$ cat src/rtl/lkv_pkg.sv
// ----------------------------------------------------------------------------
// lkv_pkg
// Shared constants, types and helpers for the LRU key/value cache.
// ----------------------------------------------------------------------------
package lkv_pkg;

  // built entry count and derived widths
  localparam int ENTRIES = 32;
  localparam int IDX_W   = (ENTRIES > 1) ? $clog2(ENTRIES) : 1;
  localparam int CNT_W   = $clog2(ENTRIES + 1);

  // field widths
  localparam int KEY_W = 10;
  localparam int VAL_W = 11;
  localparam int CAP_W = 6;

  localparam logic [CAP_W-1:0] CAP_RESET = CAP_W'(32);

  // operation codes
  localparam logic OP_GET = 1'b0;
  localparam logic OP_SET = 1'b1;

  // controller states
  typedef enum logic [1:0] {
    ST_IDLE,
    ST_SCAN,
    ST_COMMIT,
    ST_RESP
  } state_t;

  // commands from the controller to the datapath
  typedef struct packed {
    logic capture;
    logic scan;
    logic commit;
    logic load_out;
  } cmd_t;

  // status from the datapath to the controller
  typedef struct packed {
    logic scan_last;
    logic op_set;
  } status_t;

  // effective capacity: zero acts as one, clipped to the built entry count
  function automatic logic [CNT_W-1:0] eff_cap(input logic [CAP_W-1:0] c);
    logic [CNT_W-1:0] res;
    if (c == '0) begin
      res = CNT_W'(1);
    end else if (int'(c) > ENTRIES) begin
      res = CNT_W'(ENTRIES);
    end else begin
      res = CNT_W'(c);
    end
    return res;
  endfunction

endpackage

$ cat src/rtl/lkv_req_if.sv
// ----------------------------------------------------------------------------
// lkv_req_if
// Request channel: valid/ready handshake carrying one get or set word.
// ----------------------------------------------------------------------------
interface lkv_req_if;
  logic                    valid;
  logic                    ready;
  logic                    operation;
  logic [lkv_pkg::KEY_W-1:0] key;
  logic [lkv_pkg::VAL_W-1:0] value;

  modport source (output valid, operation, key, value, input ready);
  modport sink   (input valid, operation, key, value, output ready);
endinterface

$ cat src/rtl/lkv_rsp_if.sv
// ----------------------------------------------------------------------------
// lkv_rsp_if
// Response channel: valid/ready handshake carrying one lookup result word.
// ----------------------------------------------------------------------------
interface lkv_rsp_if;
  logic                      valid;
  logic                      ready;
  logic                      hit;
  logic [lkv_pkg::VAL_W-1:0] read_value;

  modport source (output valid, hit, read_value, input ready);
  modport sink   (input valid, hit, read_value, output ready);
endinterface

$ cat src/rtl/lru_key_value_cache_core.sv
// ----------------------------------------------------------------------------
// lru_key_value_cache_core
// Fully associative key/value cache with least-recently-set replacement (gets leave recency unchanged).
// ----------------------------------------------------------------------------
// Sequence: an accepted get scans each entry in use, then loads the result
//   register once the previous result has been taken; a set scans, then commits
//   and gives no response. A new word is accepted only in idle, so one word is
//   fully through before the next is taken.
// Reset (rst_n low, synchronous): all entries invalid, ranks in index order,
//   capacity 32; no clearing pass, words are accepted right after reset.
module lru_key_value_cache_core (
  input  logic                      clk,
  input  logic                      rst_n,
  lkv_req_if.sink                   in_ch,
  lkv_rsp_if.source                 out_ch,
  input  logic                      cfg_we,
  input  logic [lkv_pkg::CAP_W-1:0] cfg_wdata
);

  lkv_pkg::cmd_t    cmd;
  lkv_pkg::status_t status;

  // controller
  lkv_ctrl u_ctrl (
    .clk       (clk),
    .rst_n     (rst_n),
    .in_valid  (in_ch.valid),
    .in_ready  (in_ch.ready),
    .out_valid (out_ch.valid),
    .out_ready (out_ch.ready),
    .status    (status),
    .cmd       (cmd)
  );

  // datapath
  lkv_datapath u_datapath (
    .clk            (clk),
    .rst_n          (rst_n),
    .cmd            (cmd),
    .status         (status),
    .cfg_we         (cfg_we),
    .cfg_wdata      (cfg_wdata),
    .in_operation   (in_ch.operation),
    .in_key         (in_ch.key),
    .in_value       (in_ch.value),
    .out_hit        (out_ch.hit),
    .out_read_value (out_ch.read_value)
  );

endmodule

$ cat src/rtl/lkv_datapath.sv
// ----------------------------------------------------------------------------
// lkv_datapath
// Entry storage, recency ranks, one-entry-per-cycle scan and result register.
// ----------------------------------------------------------------------------
module lkv_datapath (
  input  logic                        clk,
  input  logic                        rst_n,
  input  lkv_pkg::cmd_t               cmd,
  output lkv_pkg::status_t            status,
  input  logic                        cfg_we,
  input  logic [lkv_pkg::CAP_W-1:0]   cfg_wdata,
  input  logic                        in_operation,
  input  logic [lkv_pkg::KEY_W-1:0]   in_key,
  input  logic [lkv_pkg::VAL_W-1:0]   in_value,
  output logic                        out_hit,
  output logic [lkv_pkg::VAL_W-1:0]   out_read_value
);

  // entry storage
  logic [lkv_pkg::KEY_W-1:0] entry_key_r   [lkv_pkg::ENTRIES];
  logic [lkv_pkg::VAL_W-1:0] entry_value_r [lkv_pkg::ENTRIES];
  logic [lkv_pkg::ENTRIES-1:0] entry_valid_r;
  logic [lkv_pkg::IDX_W-1:0] rank_r        [lkv_pkg::ENTRIES];

  // configuration and captured request
  logic [lkv_pkg::CAP_W-1:0] cap_r;
  logic                      op_r;
  logic [lkv_pkg::KEY_W-1:0] key_r;
  logic [lkv_pkg::VAL_W-1:0] val_r;

  // scan state
  logic [lkv_pkg::IDX_W-1:0] scan_idx_r;
  logic                      hit_r;
  logic [lkv_pkg::IDX_W-1:0] hit_idx_r;
  logic [lkv_pkg::IDX_W-1:0] hit_rank_r;
  logic [lkv_pkg::VAL_W-1:0] hit_val_r;
  logic                      free_r;
  logic [lkv_pkg::IDX_W-1:0] free_idx_r;
  logic [lkv_pkg::IDX_W-1:0] free_rank_r;
  logic [lkv_pkg::IDX_W-1:0] best_idx_r;
  logic [lkv_pkg::IDX_W-1:0] best_rank_r;

  // result register
  logic                      out_hit_r;
  logic [lkv_pkg::VAL_W-1:0] out_val_r;

  logic [lkv_pkg::CNT_W-1:0] ecap;
  logic [lkv_pkg::CNT_W-1:0] ecap_new;
  logic [lkv_pkg::KEY_W-1:0] cur_key;
  logic [lkv_pkg::VAL_W-1:0] cur_val;
  logic [lkv_pkg::IDX_W-1:0] cur_rank;
  logic                      cur_valid;
  logic                      cur_match;
  logic [lkv_pkg::IDX_W-1:0] sel;
  logic [lkv_pkg::IDX_W-1:0] sel_rank;

  assign ecap     = lkv_pkg::eff_cap(cap_r);
  assign ecap_new = lkv_pkg::eff_cap(cfg_wdata);

  // entry under the scan pointer
  assign cur_key   = entry_key_r[scan_idx_r];
  assign cur_val   = entry_value_r[scan_idx_r];
  assign cur_rank  = rank_r[scan_idx_r];
  assign cur_valid = entry_valid_r[scan_idx_r];
  assign cur_match = cur_valid && (cur_key == key_r);

  assign status.scan_last = (lkv_pkg::CNT_W'(scan_idx_r) + lkv_pkg::CNT_W'(1)) == ecap;
  assign status.op_set    = (op_r == lkv_pkg::OP_SET);

  // victim choice: matching entry, else first free, else least recent
  always_comb begin
    if (hit_r) begin
      sel      = hit_idx_r;
      sel_rank = hit_rank_r;
    end else if (free_r) begin
      sel      = free_idx_r;
      sel_rank = free_rank_r;
    end else begin
      sel      = best_idx_r;
      sel_rank = best_rank_r;
    end
  end

  // capacity register
  always_ff @(posedge clk) begin
    if (!rst_n) begin
      cap_r <= lkv_pkg::CAP_RESET;
    end else if (cfg_we) begin
      cap_r <= cfg_wdata;
    end
  end

  // request capture and scan bookkeeping
  always_ff @(posedge clk) begin
    if (cmd.capture) begin
      op_r        <= in_operation;
      key_r       <= in_key;
      val_r       <= in_value;
      scan_idx_r  <= '0;
      hit_r       <= 1'b0;
      free_r      <= 1'b0;
      best_rank_r <= '0;
      best_idx_r  <= '0;
    end else if (cmd.scan) begin
      scan_idx_r <= scan_idx_r + lkv_pkg::IDX_W'(1);
      if (cur_match && !hit_r) begin
        hit_r      <= 1'b1;
        hit_idx_r  <= scan_idx_r;
        hit_rank_r <= cur_rank;
        hit_val_r  <= cur_val;
      end
      if (!cur_valid && !free_r) begin
        free_r      <= 1'b1;
        free_idx_r  <= scan_idx_r;
        free_rank_r <= cur_rank;
      end
      if (cur_rank >= best_rank_r) begin
        best_rank_r <= cur_rank;
        best_idx_r  <= scan_idx_r;
      end
    end
  end

  // key and value writes on commit
  always_ff @(posedge clk) begin
    if (cmd.commit) begin
      entry_value_r[sel] <= val_r;
      if (!hit_r) begin
        entry_key_r[sel] <= key_r;
      end
    end
  end

  // valid bits: set on fill, cleared beyond capacity on config write
  always_ff @(posedge clk) begin
    if (!rst_n) begin
      entry_valid_r <= '0;
    end else if (cfg_we) begin
      for (int i = 0; i < lkv_pkg::ENTRIES; i++) begin
        if (i >= int'(ecap_new)) begin
          entry_valid_r[i] <= 1'b0;
        end
      end
    end else if (cmd.commit) begin
      entry_valid_r[sel] <= 1'b1;
    end
  end

  // recency ranks: chosen entry to zero, younger ones age by one
  always_ff @(posedge clk) begin
    if (!rst_n) begin
      for (int i = 0; i < lkv_pkg::ENTRIES; i++) begin
        rank_r[i] <= lkv_pkg::IDX_W'(i);
      end
    end else if (cmd.commit) begin
      for (int i = 0; i < lkv_pkg::ENTRIES; i++) begin
        if (lkv_pkg::IDX_W'(i) == sel) begin
          rank_r[i] <= '0;
        end else if (rank_r[i] < sel_rank) begin
          rank_r[i] <= rank_r[i] + lkv_pkg::IDX_W'(1);
        end
      end
    end
  end

  // result register
  always_ff @(posedge clk) begin
    if (cmd.load_out) begin
      out_hit_r <= hit_r;
      out_val_r <= hit_r ? hit_val_r : '0;
    end
  end

  assign out_hit        = out_hit_r;
  assign out_read_value = out_val_r;

endmodule

$ cat src/rtl/lkv_ctrl.sv
// ----------------------------------------------------------------------------
// lkv_ctrl
// Controller: accepts a word, sequences the scan, commit and response.
// ----------------------------------------------------------------------------
module lkv_ctrl (
  input  logic             clk,
  input  logic             rst_n,
  input  logic             in_valid,
  output logic             in_ready,
  output logic             out_valid,
  input  logic             out_ready,
  input  lkv_pkg::status_t status,
  output lkv_pkg::cmd_t    cmd
);

  lkv_pkg::state_t state_r, state_nxt;
  logic            out_valid_r, out_valid_nxt;

  // state and output valid registers
  always_ff @(posedge clk) begin
    if (!rst_n) begin
      state_r     <= lkv_pkg::ST_IDLE;
      out_valid_r <= 1'b0;
    end else begin
      state_r     <= state_nxt;
      out_valid_r <= out_valid_nxt;
    end
  end

  // next state and commands
  always_comb begin
    state_nxt     = state_r;
    cmd           = '0;
    in_ready      = 1'b0;
    out_valid_nxt = out_valid_r && !out_ready;
    unique case (state_r)
      lkv_pkg::ST_IDLE: begin
        in_ready = 1'b1;
        if (in_valid) begin
          cmd.capture = 1'b1;
          state_nxt   = lkv_pkg::ST_SCAN;
        end
      end
      lkv_pkg::ST_SCAN: begin
        cmd.scan = 1'b1;
        if (status.scan_last) begin
          state_nxt = status.op_set ? lkv_pkg::ST_COMMIT : lkv_pkg::ST_RESP;
        end
      end
      lkv_pkg::ST_COMMIT: begin
        cmd.commit = 1'b1;
        state_nxt  = lkv_pkg::ST_IDLE;
      end
      lkv_pkg::ST_RESP: begin
        // wait for the result register to drain
        if (!out_valid_r || out_ready) begin
          cmd.load_out  = 1'b1;
          out_valid_nxt = 1'b1;
          state_nxt     = lkv_pkg::ST_IDLE;
        end
      end
      default: begin
        state_nxt = lkv_pkg::ST_IDLE;
      end
    endcase
  end

  assign out_valid = out_valid_r;

endmodule
$ cat src/flat_wrapper.sv
// flat-port wrapper written by rule: the top's interface ports become plain ports
module lru_key_value_cache_core_flat 
  (clk, rst_n, cfg_we, cfg_wdata, in_ch_valid, in_ch_operation, in_ch_key, in_ch_value, in_ch_ready, out_ch_valid, out_ch_hit, out_ch_read_value, out_ch_ready);
  lkv_req_if in_ch_i ();
  lkv_rsp_if out_ch_i ();
  input  logic clk;
  input  logic rst_n;
  input  logic cfg_we;
  input  logic [lkv_pkg::CAP_W-1:0] cfg_wdata;
  input wire logic [$bits(in_ch_i.valid)-1:0] in_ch_valid;
  input wire logic [$bits(in_ch_i.operation)-1:0] in_ch_operation;
  input wire logic [$bits(in_ch_i.key)-1:0] in_ch_key;
  input wire logic [$bits(in_ch_i.value)-1:0] in_ch_value;
  output wire logic [$bits(in_ch_i.ready)-1:0] in_ch_ready;
  output wire logic [$bits(out_ch_i.valid)-1:0] out_ch_valid;
  output wire logic [$bits(out_ch_i.hit)-1:0] out_ch_hit;
  output wire logic [$bits(out_ch_i.read_value)-1:0] out_ch_read_value;
  input wire logic [$bits(out_ch_i.ready)-1:0] out_ch_ready;
  assign in_ch_i.valid = in_ch_valid;
  assign in_ch_i.operation = in_ch_operation;
  assign in_ch_i.key = in_ch_key;
  assign in_ch_i.value = in_ch_value;
  assign in_ch_ready = in_ch_i.ready;
  assign out_ch_valid = out_ch_i.valid;
  assign out_ch_hit = out_ch_i.hit;
  assign out_ch_read_value = out_ch_i.read_value;
  assign out_ch_i.ready = out_ch_ready;
  lru_key_value_cache_core u_core (.clk(clk), .rst_n(rst_n), .in_ch(in_ch_i), .out_ch(out_ch_i), .cfg_we(cfg_we), .cfg_wdata(cfg_wdata));
endmodule
$ cat config.mk
export PLATFORM = sky130hd
export DESIGN_NAME = lru_key_value_cache_core_flat
export DESIGN_NICKNAME = d
export VERILOG_FILES = /design/src/rtl/lkv_pkg.sv /design/src/rtl/lkv_req_if.sv /design/src/rtl/lkv_rsp_if.sv /design/src/rtl/lru_key_value_cache_core.sv /design/src/rtl/lkv_datapath.sv /design/src/rtl/lkv_ctrl.sv /design/src/flat_wrapper.sv
export SDC_FILE = /design/constraint.sdc
export NUM_CORES = 1
export LEC_CHECK = 0
export BUFFER_PORTS_ARGS = -buffer_cell sky130_fd_sc_hd__buf_2
export CAP_MARGIN = 25
export CORE_ASPECT_RATIO = 2
export CORE_MARGIN = 4
export CORE_UTILIZATION = 61
export CTS_CLUSTER_SIZE = 8
export DETAILED_ROUTE_END_ITERATION = 7
export MAX_ROUTING_LAYER = met4
export PLACE_DENSITY_LB_ADDON = 0.3
export REMOVE_ABC_BUFFERS = 1
export SETUP_SLACK_MARGIN = 0.4
export SLEW_MARGIN = 20
export SYNTH_ARGS = -nofsm -noshare
export SYNTH_HDL_FRONTEND = slang
export SYNTH_SLANG_ARGS = --single-unit
$ cat constraint.sdc
create_clock -name clk -period 7.5 [get_ports clk]
set_input_delay 0.375 -clock clk [delete_from_list [all_inputs] [get_ports clk]]
set_output_delay 0.375 -clock clk [all_outputs]
set_load 0.02 [all_outputs]
==> reports/metrics.cfg <==
[placed_design]
dp.final_hpwl_um = 76200
pre_cts_ws_ns = 2.77
gp_congestion = 0.965
numPortBuffers = 46

[clock_network]
root_buffer = clkbuf_16
h-tree-depth = 4
clock_latency_ns = 0.73
cts-resized-gates = 0
cts_buffers = 137
cts_tree = done
cts.sink_count = 960
clk_pin_slew_ns = 0.05
clock_path_buffers = 3

[timing]
maxSlewViolCount = 0
tightest_slew_ns = 1.10
finalHoldViolCount = 0
fin_worst_skew_ns = 0.0235
post-route-min-period_ns = 4.72
fin_tns_setup_ns = 0
setup_viol = 0
relSlewSlack_pct = 26.3
fin_crit_sh_pct = 62.9
rsz0062_at_grt = false
fmax_ghz = 0.212
worst_slack_ns = 2.78

[layout]
mostFrequentLayoutCells = edfxtp_1, mux4_2, ha_1
syn_to_final_growth_pct = 13.1
finish.utilization_pct = 69.9
num-nets-final = 3010
final_common_cell = edfxtp_1
fill_cells = 4412
drive_gt1_share_pct = 19.9

[global_route]
grt_start_max_net_pins = 61
grt-ovfl-total = 0
gr-usage-all-layers_pct = 31.7
grt_pass1_vias = 26890
grt_pass1_wl_um = 170000
grt_antenna_before_repair = 6

[floorplan]
die_x_um = 196
start_util_pct = 61.8
core_area_um2 = 69900
ios = 47
fp-row-count = 137
die_area_um2 = 75500
fp.dieH_um = 385

[route]
vias = 25626
wirelength_um = 115000
wl_per_cell_um = 30.5
antenna_left = 0
dr.pass1.iters = 8
drt_iter0_drc = 2442
viasPerCell = 6.78
remaining_drc_errors = 0

[pwr]
p_leak_nw = 16.8
ir_drop_v = 0.000244
power.density_nw_per_um2 = 318

[logic_synthesis]
synth-warning-count = 0
synth_ff_type = edfxtp_1
synth_cells = 2662
async_flop_share_pct = 0
mappedNetlistArea_um2 = 43200
ys_seq_area_share_pct = 65.2
syn_avg_cell_area_um2 = 16.2
synth_edf_count = 897
ys_seq_elements = 960
synth.distinct_cells = 54

[status]
status = finished clean

[critical_path]
cp_max_fo = 41
critPathRequiredTime_ns = 8.14
crit_type = flop to flop
end_kind = flop
arrival_ns = 5.36
critPathLaunchType = flop

[hold_path]
hold_path_class = primary input to flop

[run]
maxCapViolations = 0

-- sequential cells by signal (all words and copies together), names as in the netlist, named ones only --
name                              cells
u_core.u_ctrl.out_valid               1
u_core.u_ctrl.state_r                 2
u_core.u_datapath.best_idx_r          5
u_core.u_datapath.best_rank_r         5
u_core.u_datapath.cap_r               6
u_core.u_datapath.entry_key_r       320
u_core.u_datapath.entry_valid_r      32
u_core.u_datapath.entry_value_r     352
u_core.u_datapath.free_idx_r          5
u_core.u_datapath.free_r              1
u_core.u_datapath.free_rank_r         5
u_core.u_datapath.hit_idx_r           5
u_core.u_datapath.hit_r               1
u_core.u_datapath.hit_rank_r          5
u_core.u_datapath.hit_val_r          11
u_core.u_datapath.key_r              10
u_core.u_datapath.op_r                1
u_core.u_datapath.out_hit             1
u_core.u_datapath.out_read_value     11
u_core.u_datapath.rank_r            160
u_core.u_datapath.scan_idx_r          5
u_core.u_datapath.val_r              11
-- where the power goes --
| group | switching [W] | internal (W) |
|---|---|---|
| clock network | 0.00225 | 0.00335 |
| registers | 0.000344 | 0.00609 |
| logic | 0.00189 | 0.00162 |
-- cell families (layout without fill, tap and decap cells) --
logic type | count (synthesis) | in the layout | synth area share [%]
flip-flops | 960 | 960 | 65.2
AND/OR/NAND/NOR | 458 | 458 | 4.97
AO/OA/AOI/OAI | 394 | 394 | 5.75
multiplexers | 312 | 312 | 14.5
buffers and inverters | 257 | 464 | 2.40
adder cells (fa/ha/maj) | 166 | 166 | 4.80
XOR/XNOR | 115 | 115 | 2.33
other | 0 | 6 | 0
-- worst paths after layout --
| check | startpoint | to | slack (ns) | cells past startpoint |
|---|---|---|---|---|
| max | flop | u_core.u_datapath.best_idx_r[2] | 2.78 | 13 |
| min | cfg_wdata[4] | u_core.u_datapath.entry_valid_r[16] | 0.05 | 3 |
| min reg2reg | u_core.u_datapath.entry_valid_r[10] | u_core.u_datapath.entry_valid_r[10] | 0.48 | 2 |
| max reg2reg | flop | u_core.u_datapath.best_idx_r[2] | 2.78 | 13 |
-- final cells by class --
cell class / count / area [µm²] / share of cell area [%]
Sequential cell: 960 / 28200 / 57.7
Multi-Input combinational cell: 1445 / 14100 / 28.8
Clock buffer: 183 / 3620 / 7.40
Timing Repair Buffer: 142 / 1180 / 2.41
Tap cell: 903 / 1130 / 2.31
Inverter: 125 / 469 / 0.959
Clock inverter: 14 / 196 / 0.402
Antenna cell: 6 / 15.0 / 0.0307
-- critical path: stages (launching register included) --
cell and delay [ns]:
dfxtp_4 0.87, buf_4 0.50, mux4_2 0.57, mux4_2 0.47
mux2_2 0.32, inv_1 0.08, ha_1 0.22, nand2b_1 0.15
a21o_1 0.17, a21o_1 0.17, a21o_1 0.18, a21oi_1 0.60
o21ai_0 0.16, a21oi_1 0.17
-- synthesized netlist by cell type, types with 6 or more instances --
cell type  count  area (µm²)
xor2_1        76         666
a22oi_1        6        45.0
buf_4          9        67.6
nor2_1       147         552
edfxtp_1     897       26900
a2bb2oi_1      9        78.8
o21ai_1       14        70.1
xnor2_1       39         342
and2_1        16         100
a21o_1        70         526
buf_2          9        45.0
nor3_1        61         305
ha_1         166        2080
o21ai_0       86         430
o21a_1         6        45.0
nor4_1        10        62.6
mux2_2        18         203
a211oi_1      33         248
o22ai_1       23         144
o211ai_1      36         270
nand2_1       65         244
clkbuf_1      77         289
a31oi_1        7        43.8
nor2b_1       12        75.1
nand3_1      111         556
buf_1         33         124
a21oi_1       89         445
nand2b_1      12        75.1
mux4_2       251        5650
inv_1        124         465
mux2i_1       43         430
dfxtp_1       63        1260
-- per-stage QoR --
step,total power [W],cells,instance area (µm²),hold slack (ns)
after floorplan,0.00900,2530,42700,0.431
after global placement,0.00984,3525,44500,0.445
after detailed placement,0.00996,3533,44600,0.461
after CTS,0.0156,3753,48600,0.00544
after global routing,0.0161,3775,48900,0.0534
final,0.0155,3778,48900,0.0484
-- timing repair --
action                    in CTS  in global routing
hold buffers                  23                  0
buffers inserted               0                  0
hold endpoints to repair      23                  0
-- routing by layer --
| layer | part of all wire, % | track usage, % |
|---|---|---|
| met2 | 54 | 55.3 |
| met5 | 0 | - |
| met4 | 8.4 | 21.4 |
| met3 | 5.8 | 4.49 |
| met1 | 32 | 32.9 |
No activity file was read; power rests on OpenSTA's default activity.
